## config.mk

```make
export PLATFORM = sky130hd
export DESIGN_NAME = fys_ctrl
export DESIGN_NICKNAME = d
export VERILOG_FILES = /design/src/fys_pkg.sv /design/src/fys_ctrl.sv
export SDC_FILE = /design/constraint.sdc
export NUM_CORES = 1
export LEC_CHECK = 0
export BUFFER_PORTS_ARGS = -buffer_cell sky130_fd_sc_hd__buf_2
export CAP_MARGIN = 20
export CORE_AREA = 2 2 39 41
export DETAILED_ROUTE_END_ITERATION = 8
export DIE_AREA = 0 0 41 43
export PLACE_DENSITY_LB_ADDON = 0.1
export SETUP_SLACK_MARGIN = 0.02
export SLEW_MARGIN = 25
export SYNTH_ARGS = -nofsm -noshare
export SYNTH_HDL_FRONTEND = slang
export SYNTH_SLANG_ARGS = --single-unit
```

## constraint.sdc

```tcl
create_clock -name i_clk -period 3.6 [get_ports i_clk]
set_input_delay 0.54 -clock i_clk [delete_from_list [all_inputs] [get_ports i_clk]]
set_output_delay 0.54 -clock i_clk [all_outputs]
set_load 0.05 [all_outputs]
```

## src/fys_pkg.sv

```systemverilog
package fys_pkg;

    // default sizes, handed to the top level parameters
    localparam int DEPTH_DEF      = 1024;
    localparam int VALUE_BITS_DEF = 16;

    // fixed field widths of the beats
    localparam int FUNC_W   = 2;
    localparam int VALUE_W  = 16;
    localparam int RAND_W   = 32;
    localparam int INDEX_W  = 10;
    localparam int STATUS_W = 2;
    localparam int STEPS_W  = 10;

    // operation codes
    localparam logic [FUNC_W-1:0] FUNC_LOAD = 2'd0;
    localparam logic [FUNC_W-1:0] FUNC_STEP = 2'd1;
    localparam logic [FUNC_W-1:0] FUNC_READ = 2'd2;
    localparam logic [FUNC_W-1:0] FUNC_NOP  = 2'd3;

    // result status codes
    localparam logic [STATUS_W-1:0] ST_OK    = 2'd0;
    localparam logic [STATUS_W-1:0] ST_FULL  = 2'd1;
    localparam logic [STATUS_W-1:0] ST_DONE  = 2'd2;
    localparam logic [STATUS_W-1:0] ST_RANGE = 2'd3;

    typedef struct packed {
        logic [FUNC_W-1:0]  func;
        logic               first;
        logic [VALUE_W-1:0] value;
        logic [RAND_W-1:0]  rand_word;
        logic [INDEX_W-1:0] index;
    } t_in_beat;

    typedef struct packed {
        logic [VALUE_W-1:0]  value_out;
        logic [STATUS_W-1:0] status;
        logic [STEPS_W-1:0]  steps_left;
    } t_out_beat;

    // controller to datapath
    typedef struct packed {
        logic capture;     // latch the accepted input beat
        logic decide;      // latch the result status of the held item
        logic load;        // append the held value
        logic step_start;  // start the remainder unit, read entry at position
        logic read;        // read entry at the held index
        logic swap_rd;     // keep entry at position, read entry j
        logic wr_pos;      // entry at position takes entry j
        logic wr_j;        // entry j takes old entry at position, step position down
        logic post;        // load the output register
    } t_cmd;

    // datapath to controller
    typedef struct packed {
        logic [FUNC_W-1:0] func;
        logic              load_ok;
        logic              step_run;
        logic              read_ok;
        logic              div_busy;
        logic              out_free;
    } t_stat;

endpackage

```

## src/fys_ctrl.sv

```systemverilog
module fys_ctrl (
    input  logic           i_clk,
    input  logic           i_rst_n,
    input  logic           i_in_valid,
    output logic           o_in_ready,
    input  fys_pkg::t_stat i_stat,
    output fys_pkg::t_cmd  o_cmd
);

    typedef enum logic [5:0] {
        S_IDLE   = 6'b000001,
        S_DECODE = 6'b000010,
        S_DIV    = 6'b000100,
        S_WRP    = 6'b001000,
        S_WRJ    = 6'b010000,
        S_POST   = 6'b100000
    } t_state;

    t_state r_state;
    t_state n_state;

    always_comb begin
        n_state = r_state;
        o_cmd   = '0;
        case (r_state)
            S_IDLE: begin
                if (i_in_valid) begin
                    o_cmd.capture = 1'b1;
                    n_state       = S_DECODE;
                end
            end
            S_DECODE: begin
                o_cmd.decide = 1'b1;
                n_state      = S_POST;
                case (i_stat.func)
                    fys_pkg::FUNC_LOAD: o_cmd.load = i_stat.load_ok;
                    fys_pkg::FUNC_STEP: begin
                        if (i_stat.step_run) begin
                            o_cmd.step_start = 1'b1;
                            n_state          = S_DIV;
                        end
                    end
                    fys_pkg::FUNC_READ: o_cmd.read = i_stat.read_ok;
                    default:            o_cmd.read = 1'b0;
                endcase
            end
            S_DIV: begin
                if (!i_stat.div_busy) begin
                    o_cmd.swap_rd = 1'b1;
                    n_state       = S_WRP;
                end
            end
            S_WRP: begin
                o_cmd.wr_pos = 1'b1;
                n_state      = S_WRJ;
            end
            S_WRJ: begin
                o_cmd.wr_j = 1'b1;
                n_state    = S_POST;
            end
            S_POST: begin
                if (i_stat.out_free) begin
                    o_cmd.post = 1'b1;
                    n_state    = S_IDLE;
                end
            end
            default: n_state = S_IDLE;
        endcase
    end

    always_ff @(posedge i_clk) begin
        if (!i_rst_n) begin
            r_state <= S_IDLE;
        end else begin
            r_state <= n_state;
        end
    end

    assign o_in_ready = (r_state == S_IDLE);

    a_div_to_swap: assert property (@(posedge i_clk) disable iff (!i_rst_n)
        (r_state == S_DIV && !i_stat.div_busy) |=> (r_state == S_WRP))
        else $error("swap did not follow remainder");

endmodule

```

==> results.py, run 1 <==
metrics = {
    "clock_tree": {
        "clock_path_buffers": 2,
        "clock_sinks": 6,
        "cts.reportedPaths.clkPinSlew_ps": 40,
        "clk_latency_ps": 240,
        "cts_setup_buffers": 0,
        "cts-resized-gates": 0,
        "postCtsHoldBufs": 0,
        "cts_buffers": 3,
        "htreeDepth": 1,
        "tritoncts": "yes",
        "cts-root-buf": "clkbuf_4",
    },
    "detailed_routing": {
        "dr.pass1.iters": 1,
        "vias": 418,
        "drt_first_iter_violations": 0,
        "wl_per_cell_um": 11.08,
        "drc": 0,
        "wirelength_um": 931,
        "vias_per_cell": 4.976,
        "postRouteAntennaNets": 0,
    },
    "finish": {
        "layout_commonest_cell": "buf_2",
        "layout-drive-gt1-share_pct": 39.71,
        "area_delta_synth_final_pct": 32.82,
        "finalInstanceArea_sq_um": 536.8,
        "top_register": "r_state",
        "reg.largest.list": "r_state (6)",
        "nFillCells": 155,
        "n_antenna_cell": 0,
        "seq_area_sq_um": 120.1,
        "layout_common_cells": "19 x buf_2, 6 x dfxtp_1, 5 x nor2_1",
        "multi_input_comb_area_sq_um": 264.0,
        "largest_register_ffs": 6,
        "nNetsFinal": 80,
    },
    "floorplan": {
        "core-area_sq_um": 1384,
        "start_util_pct": 29.20,
        "boundaryPins": 20,
        "dieHeight_um": 43,
        "num_rows": 14,
        "die_area_sq_um": 1763,
        "die_x_um": 41,
    },
    "min_path": {
        "min_path_type": "in -> reg",
        "hp-start": "i_stat[1]",
    },
    "logic_synthesis": {
        "ys_seq_elements": 6,
        "synth-simple-area-share_pct": 47.68,
        "synth_ff_type": "dfxtp_1",
        "yosysSeqAreaShare_pct": 29.72,
        "yosys-top-cells-area": "dfxtp_1 30%, nand3b_1 7.4%, nor4b_1 6.5%",
        "synthDistinctLibCells": 24,
        "postSynth.asyncResetShare_pct": 0,
        "synth_xor_xnor_area_share_pct": 2.167,
        "synthAdderAreaFrac_pct": 0,
        "synth_top_family_by_area": "simple AND/OR/NAND/NOR gates",
        "synth_compound_area_share_pct": 15.48,
        "yosysWarningCount": 0,
        "syn_inst": 47,
        "synth_nets": 57,
        "synth.avg_cell_area_sq_um": 8.599,
        "synth.top_cell.area_share_pct": 29.72,
        "yosysTopAreaCell": "dfxtp_1",
        "syn-cell-area_sq_um": 404.1,
        "synth_mux_area_share_pct": 0,
        "synth_edf_count": 0,
    },
    "critical_path": {
        "crit_path_max_fanout": 8,
        "critical_path_arrival_ps": 1840,
        "startpoint_type": "register",
        "critPathMaxStageDelay_ps": 410,
        "r2r_start": "r_state[3]",
        "cp-end-kind": "output port",
        "crit_path_start": "r_state[2]",
        "cp_top_family": "simple AND/OR/NAND/NOR gates",
        "crit_buf_inv": 1,
        "path_cells": "nor4_1 -> nand3b_1 -> nor4b_1 -> buf_2",
        "worstSetupPathType": "reg -> out",
        "cp_slowest_cell": "nor4_1",
        "cp_data_required_time_ps": 3060,
    },
    "power": {
        "power_density_nw_per_um2": 642.8,
        "leakagePower_uw": 0.0002411,
        "ir_drop_uv": 376.2,
    },
    "timing": {
        "min_period_ps": 2381,
        "maxSlewViolCount": 0,
        "hold_violations": 0,
        "period_share_pct": 66.14,
        "setup_viol": 0,
        "fin_tns_setup_ps": 0,
        "skew_ps": 2.995,
        "clock.fmax_mhz": 420.0,
        "worstMarginPinSlew_ps": 440.0,
        "rsz0062_at_grt": "no",
        "slew_headroom_pct": 70.39,
    },
    "global_route": {
        "antenna_found_initial": 0,
        "track_usage_pct": 13.29,
        "grt_pass1_wl_um": 1580,
        "grt_pass1_vias": 373,
        "grt_max_degree": 9,
        "grt.overflow.total": 0,
    },
    "placed_design": {
        "gp_congestion": 0.7284,
        "hpwl_um": 764.3,
        "place_area_sq_um": 514.2,
        "portBuffers": 19,
    },
    "job": {
        "max-cap-violations": 0,
    },
    "run_status": {
        "status": "finished, final reports clean",
    },
}
-- kinds of logic (layout without fill, tap and decap cells) --
| group | Yosys count | after routing |
|---|---|---|
| DFF | 6 | 6 |
| xor gates and xnor gates | 1 | 1 |
| AOI/OAI and AO/OA | 8 | 8 |
| and+or+nand+nor | 27 | 27 |
| buffers and inverters | 5 | 26 |
-- Yosys cell counts (2+ instances only) --
library cell,instances
and2_1,2
dfxtp_1,6
inv_1,4
nand3b_1,4
nor2_1,5
nor3_1,2
nor3b_1,2
nor4_1,3
nor4b_1,3
o21ai_0,2
-- path summary, 6_finish.rpt --
path,to,slack (ps),cells after the start
max,o_cmd[6],1220,4
min,r_state[5],520,2
min reg2reg,r_state[4],540,1
max reg2reg,r_state[5],1930,4
-- power breakdown --
group | switching, uW | leakage, uW | internal [uW]
combinational | 119 | 0.000178 | 63.2
clock | 21.8 | 0.0000138 | 37.5
sequential | 23.1 | 0.0000490 | 80.3
total | 164 | 0.000241 | 181
-- metrics by stage --
step	utilization (%)	power [uW]	hold slack [ps]	cells	worst slack, ps
2_1_floorplan	-	245.3	488.5	47	473.3
3_3_place_gp	37.16	290.9	542.6	81	1503
3_5_place_dp	37.16	287.6	528.3	81	1463
4_1_cts	38.79	349.1	515.1	84	1196
5_1_grt	38.79	370.8	522.6	84	1054
6_report	38.79	345.0	517.3	84	1219
-- worst register-to-register path: cells and delay by family, from the launching register on --
family | cells | cell delay [ps]
compound gates | 2 | 490
flops | 1 | 390
simple gates | 2 | 710
-- metal layers --
layer | vias up | part of all wire [%] | track usage, % | wire (um)
met5 | - | 0 | 0 | 0
li1 | 220 | - | - | -
met1 | 190 | 46 | 17.86 | 429
met3 | 0 | 5.0 | 6.283 | 47
met4 | 0 | 0 | 4.000 | 0
met2 | 8 | 49 | 18.44 | 454
-- layout make-up --
class | count | share of cell area [%]
sequential | 6 | 22.38
multi-input combinational | 36 | 49.18
timing repair buffer | 19 | 17.72
tap | 16 | 3.730
clock buffer | 3 | 4.196
inverter | 4 | 2.797
(Power assumes the default switching activity.)
==> run 2, diff against run 1 <==
clock period = 2.1 ns   (was 3.6 ns; I/O delays follow)
==> run 2 against run 1 <==
Net effect:
- worst setup slack lost 1100 ps
- sequential share of layout area fell by 1.1 points
- first-iteration DRC count grew 2
- utilization up 3.3 points
- clock power increased by 66%
==> results.py, run 2 (synthesis results as in run 1) <==
metrics = {
    "critical_path": {
        "reg2reg_to": "r_state[5]",
        "r2r_start": "r_state[2]",
        "crit_path_max_fanout": 6,
        "reg2regPathDepth": 4,
        "startpoint_type": "register",
        "worstSetupPathType": "reg -> out",
        "critical_path_arrival_ps": 1680,
        "cp_data_required_time_ps": 1780,
        "cp-end-kind": "output port",
        "reg2reg_slack_ps": 510,
    },
    "placed_design": {
        "portBuffers": 19,
        "pre_cts_ws_ps": 182.5,
        "gp_congestion": 0.7115,
        "hpwl_um": 764.9,
    },
    "timing": {
        "maxSlewViolCount": 0,
        "min_period_ps": 1997,
        "slew_headroom_pct": 71.38,
        "timing.final.ws_setup_ps": 102.7,
        "worstMarginPinSlew_ps": 424.8,
        "period_share_pct": 95.11,
        "setup_viol": 0,
        "rsz0062_at_grt": "yes",
        "skew_ps": 2.936,
        "clock.fmax_mhz": 500.7,
        "hold_violations": 0,
        "fin_tns_setup_ps": 0,
    },
    "clock_tree": {
        "clk_latency_ps": 230,
        "clock_path_buffers": 2,
        "tritoncts": "yes",
        "cts.reportedPaths.clkPinSlew_ps": 40,
        "postCtsHoldBufs": 0,
        "clock_sinks": 6,
        "cts-root-buf": "clkbuf_4",
        "cts_buffers": 3,
        "htreeDepth": 1,
    },
    "detailed_routing": {
        "vias": 441,
        "drc": 0,
        "wirelength_um": 938,
        "wl_per_cell_um": 11.04,
        "postRouteAntennaNets": 0,
        "dr.pass1.iters": 2,
        "vias_per_cell": 5.188,
        "drt_first_iter_violations": 2,
    },
    "power": {
        "finalPower_uw": 605.3,
        "leakagePower_uw": 0.0002514,
        "seq_power_share_pct": 30.1,
        "p_int_uw": 320.6,
        "p_switching_uw": 284.7,
        "ir_drop_uv": 557.2,
        "power_density_nw_per_um2": 1040,
        "clockPowerShare_pct": 16.2,
        "combinationalPowerShare_pct": 53.7,
        "switching_share_pct": 47.04,
    },
    "global_route": {
        "grt_max_degree": 9,
        "antenna_found_initial": 0,
        "track_usage_pct": 12.70,
        "grt_pass1_wl_um": 1552,
        "grt.overflow.total": 0,
        "grt_pass1_vias": 362,
    },
    "finish": {
        "nNetsFinal": 81,
        "layout_common_cells": "17 x buf_2, 5 x nor2_1, 4 x nand3b_1, 4 x inv_1",
        "area_delta_synth_final_pct": 43.96,
        "layout-drive-gt1-share_pct": 52.17,
        "reg.largest.list": "r_state (6)",
        "layout_commonest_cell": "buf_2",
        "n_antenna_cell": 0,
        "largest_register_ffs": 6,
        "top_register": "r_state",
    },
    "floorplan": {
        "boundaryPins": 20,
        "num_rows": 14,
        "dieHeight_um": 43,
        "start_util_pct": 29.20,
        "die_x_um": 41,
        "die_area_sq_um": 1763,
        "core-area_sq_um": 1384,
    },
    "min_path": {
        "min_to": "r_state[5]",
        "whs_path_depth": 2,
        "min_path_type": "in -> reg",
        "hp-start": "i_stat[1]",
    },
    "run_status": {
        "status": "finished, final reports clean",
    },
    "job": {
        "max-cap-violations": 0,
    },
}
==> run 2: cell count changes in the layout (fill, tap and decap cells not counted), sizes merged <==
cell  delta
buf      +1
==> run 2: worst max path at each step <==
stage / startpoint / end / slack (ps) / cells past startpoint
2_1_floorplan: r_state[3] / o_cmd[6] / -140 / 4
3_3_place_gp: r_state[2] / o_cmd[6] / 220 / 4
3_5_place_dp: r_state[2] / o_cmd[6] / 180 / 4
4_1_cts: r_state[3] / o_cmd[3] / 30 / 4
5_1_grt: r_state[4] / o_cmd[6] / 10 / 4
6_report: r_state[4] / o_cmd[6] / 100 / 4
==> run 2: through the flow <==
stage | instance area (sq um) | hold WS (ps) | instances | util (%)
final | 581.8 | 299.5 | 85 | 42.04
after global routing | 581.8 | 307.8 | 85 | 42.04
after CTS | 561.8 | 306.5 | 84 | 40.60
after detailed placement | 530.5 | 546.7 | 81 | 38.34
after global placement | 530.5 | 552.9 | 81 | 38.34
after floorplan | 420.4 | 404.1 | 47 | -
==> run 2: area by class of cell <==
cell class              count  area [sq um]
flip-flops and latches      6         123.9
clock buffers               3         22.52
repair buffers             20         107.6
inverters                   4         15.01
multi-input cells          36         292.8
fillers                   153         802.0
well taps                  16         20.02
==> run 2: repair_timing <==
action | 4_1_cts | 5_1_grt
endpoints found under the setup margin | 1 | 4
resized for setup | 2 | 6
pin swaps | 0 | 2
buffers inserted | 0 | 1
==> run 2: power groups by stage <==
stage                     sequential, uW  combinational, uW  clock (uW)
final                                182                325        98.2
after global routing                 189                348         112
after CTS                            177                323         104
after detailed placement             178                319           0
after global placement               180                322           0
after floorplan                      168                256           0
==> run 2: routing by layer <==
layer | vias to the layer above | wire (um) | track usage (%)
met4 | 0 | 0 | 4.000
li1 | 221 | - | -
met3 | 0 | 36 | 4.712
met5 | - | 0 | 0
met2 | 6 | 477 | 18.13
met1 | 214 | 424 | 17.26
==> run 2: worst max-delay path, stage by stage, from the launching register on <==
cell and delay, ps:
dfxtp_2 350, nor4_2 320, nand3b_1 230, nor4b_2 310
buf_4 230
==> run 3, diff against run 2 <==
BUFFER_PORTS_ARGS = -buffer_cell sky130_fd_sc_hd__buf_4   (was -buffer_cell sky130_fd_sc_hd__buf_2)
==> run 3 against run 2 <==
Net effect:
- sequential cell count unchanged
- via count down 3.4%
- sequential share of layout area down 1.9 points
- clock power up 2%
- utilization up 3.6 points
==> results.py, run 3 (synthesis results as in run 1) <==
metrics = {
    "run_status": {
        "status": "finished, final reports clean",
    },
    "power": {
        "switching_share_pct": 45.76,
        "power_density_nw_per_um2": 1006,
        "p_switching_uw": 290.8,
        "seq_power_share_pct": 28.9,
        "ir_drop_uv": 626.0,
        "clockPowerShare_pct": 15.7,
        "finalPower_uw": 635.7,
        "combinationalPowerShare_pct": 55.4,
        "leakagePower_uw": 0.0002648,
        "p_int_uw": 344.8,
    },
    "clock_tree": {
        "cts.reportedPaths.clkPinSlew_ps": 40,
        "cts_buffers": 3,
        "clock_path_buffers": 2,
        "clock_sinks": 6,
        "tritoncts": "yes",
        "clk_latency_ps": 230,
        "htreeDepth": 1,
        "postCtsHoldBufs": 0,
        "cts-root-buf": "clkbuf_4",
    },
    "timing": {
        "clock.fmax_mhz": 498.6,
        "timing.final.ws_setup_ps": 94.46,
        "skew_ps": 2.899,
        "hold_violations": 0,
        "setup_viol": 0,
        "min_period_ps": 2006,
        "rsz0062_at_grt": "no",
        "slew_headroom_pct": 74.37,
        "period_share_pct": 95.50,
        "worstMarginPinSlew_ps": 380.4,
        "maxSlewViolCount": 0,
    },
    "finish": {
        "finalInstanceArea_sq_um": 631.9,
        "multi_input_comb_area_sq_um": 301.5,
        "reg.largest.list": "r_state (6)",
        "layout_commonest_cell": "buf_4",
        "final_core_util_pct": 45.66,
        "stdcell_count": 85,
        "nNetsFinal": 81,
        "nFillCells": 147,
        "n_antenna_cell": 0,
        "largest_register_ffs": 6,
        "seq_area_sq_um": 122.6,
        "top_register": "r_state",
        "layout_common_cells": "20 x buf_4, 5 x nor2_1, 4 x nand3b_1, 4 x inv_1, 4 x dfxtp_1",
        "area_delta_synth_final_pct": 56.35,
        "layout-drive-gt1-share_pct": 50.72,
    },
    "critical_path": {
        "reg2regPathDepth": 4,
        "worstSetupPathType": "reg -> out",
        "reg2reg_to": "r_state[5]",
        "crit_path_start": "r_state[2]",
        "startpoint_type": "register",
        "critical_path_arrival_ps": 1690,
        "reg2reg_slack_ps": 520,
        "r2r_start": "r_state[2]",
        "cp-end-kind": "output port",
        "cp_data_required_time_ps": 1780,
        "crit_path_max_fanout": 8,
    },
    "placed_design": {
        "place_inst": 81,
        "gp_congestion": 0.6895,
        "portBuffers": 19,
        "place_area_sq_um": 578.1,
        "hpwl_um": 830.8,
        "pre_cts_ws_ps": 254.5,
    },
    "global_route": {
        "grt_pass1_wl_um": 1552,
        "antenna_found_initial": 0,
        "grt.overflow.total": 0,
        "grt_pass1_vias": 397,
        "grt_busiest_layer": "met2",
        "met2_usage_pct": 21.56,
        "grt_use_met3_pct": 4.712,
        "track_usage_pct": 13.28,
        "met1_usage_pct": 14.56,
        "grt_max_degree": 9,
    },
    "floorplan": {
        "boundaryPins": 20,
        "core-area_sq_um": 1384,
        "num_rows": 14,
        "dieHeight_um": 43,
        "die_area_sq_um": 1763,
        "start_util_pct": 29.20,
        "die_x_um": 41,
    },
    "detailed_routing": {
        "wl_per_cell_um": 12.02,
        "vias_per_cell": 5.012,
        "postRouteAntennaNets": 0,
        "vias": 426,
        "wirelength_um": 1022,
        "drt_first_iter_violations": 2,
        "drc": 0,
        "dr.pass1.iters": 3,
    },
    "min_path": {
        "hp-start": "i_stat[1]",
        "min_to": "r_state[5]",
        "min_path_type": "in -> reg",
        "whs_path_depth": 2,
    },
    "job": {
        "max-cap-violations": 0,
    },
}
-- run 3: cell types whose count changed in the layout (fill, tap and decap cells not counted) --
cell     previous run  this run
nor4_2              2         1
dfxtp_2             3         2
buf_4               3        20
dfxtp_1             3         4
buf_2              17         0
nor4_4              0         1
-- run 3: repair_timing --
item,CTS,global route
endpoints found under the setup margin,1,2
hold endpoints to repair,0,0
resized for setup,1,4
buffers inserted,0,1
pin swaps,0,2
-- run 3: per-layer routing --
layer | wire length (um) | share of wire, %
met1 | 432 | 42
met3 | 38 | 3.7
met4 | 0 | 0
met5 | 0 | 0
met2 | 551 | 54
-- run 3: worst max-delay path, cell delays in order, from the launching register on --
cell,delay (ps)
dfxtp_1,380
or4_4,600
nor3b_4,240
buf_4,230
-- run 3: worst max path at each step --
stage	to	slack (ps)	cells past startpoint
2_1_floorplan	o_cmd[6]	-140	4
3_3_place_gp	o_cmd[6]	290	4
3_5_place_dp	o_cmd[6]	250	4
4_1_cts	o_cmd[6]	60	4
5_1_grt	o_cmd[1]	30	3
6_report	o_cmd[1]	90	3
-- run 3: cell type report --
type                            instances  share of cell area [%]
Sequential cell                         6                   19.41
Inverter                                4                   2.376
Timing Repair Buffer                   20                   23.76
Clock buffer                            3                   3.564
Tap cell                               16                   3.168
Multi-Input combinational cell         36                   47.72
-- run 3: power groups by stage --
stage                     Combinational, uW  Sequential [uW]  Clock [uW]
after CTS                               345              178         106
after detailed placement                342              179           0
after global placement                  344              179           0
after floorplan                         256              168           0
final                                   352              184        99.8
after global routing                    379              189         112
-- run 3: through the flow --
step	TNS (ps)	hold slack, ps
6_report	0	282.6
5_1_grt	0	277.3
4_1_cts	0	278.7
3_5_place_dp	0	532.8
3_3_place_gp	0	532.9
2_1_floorplan	-139.9	404.1
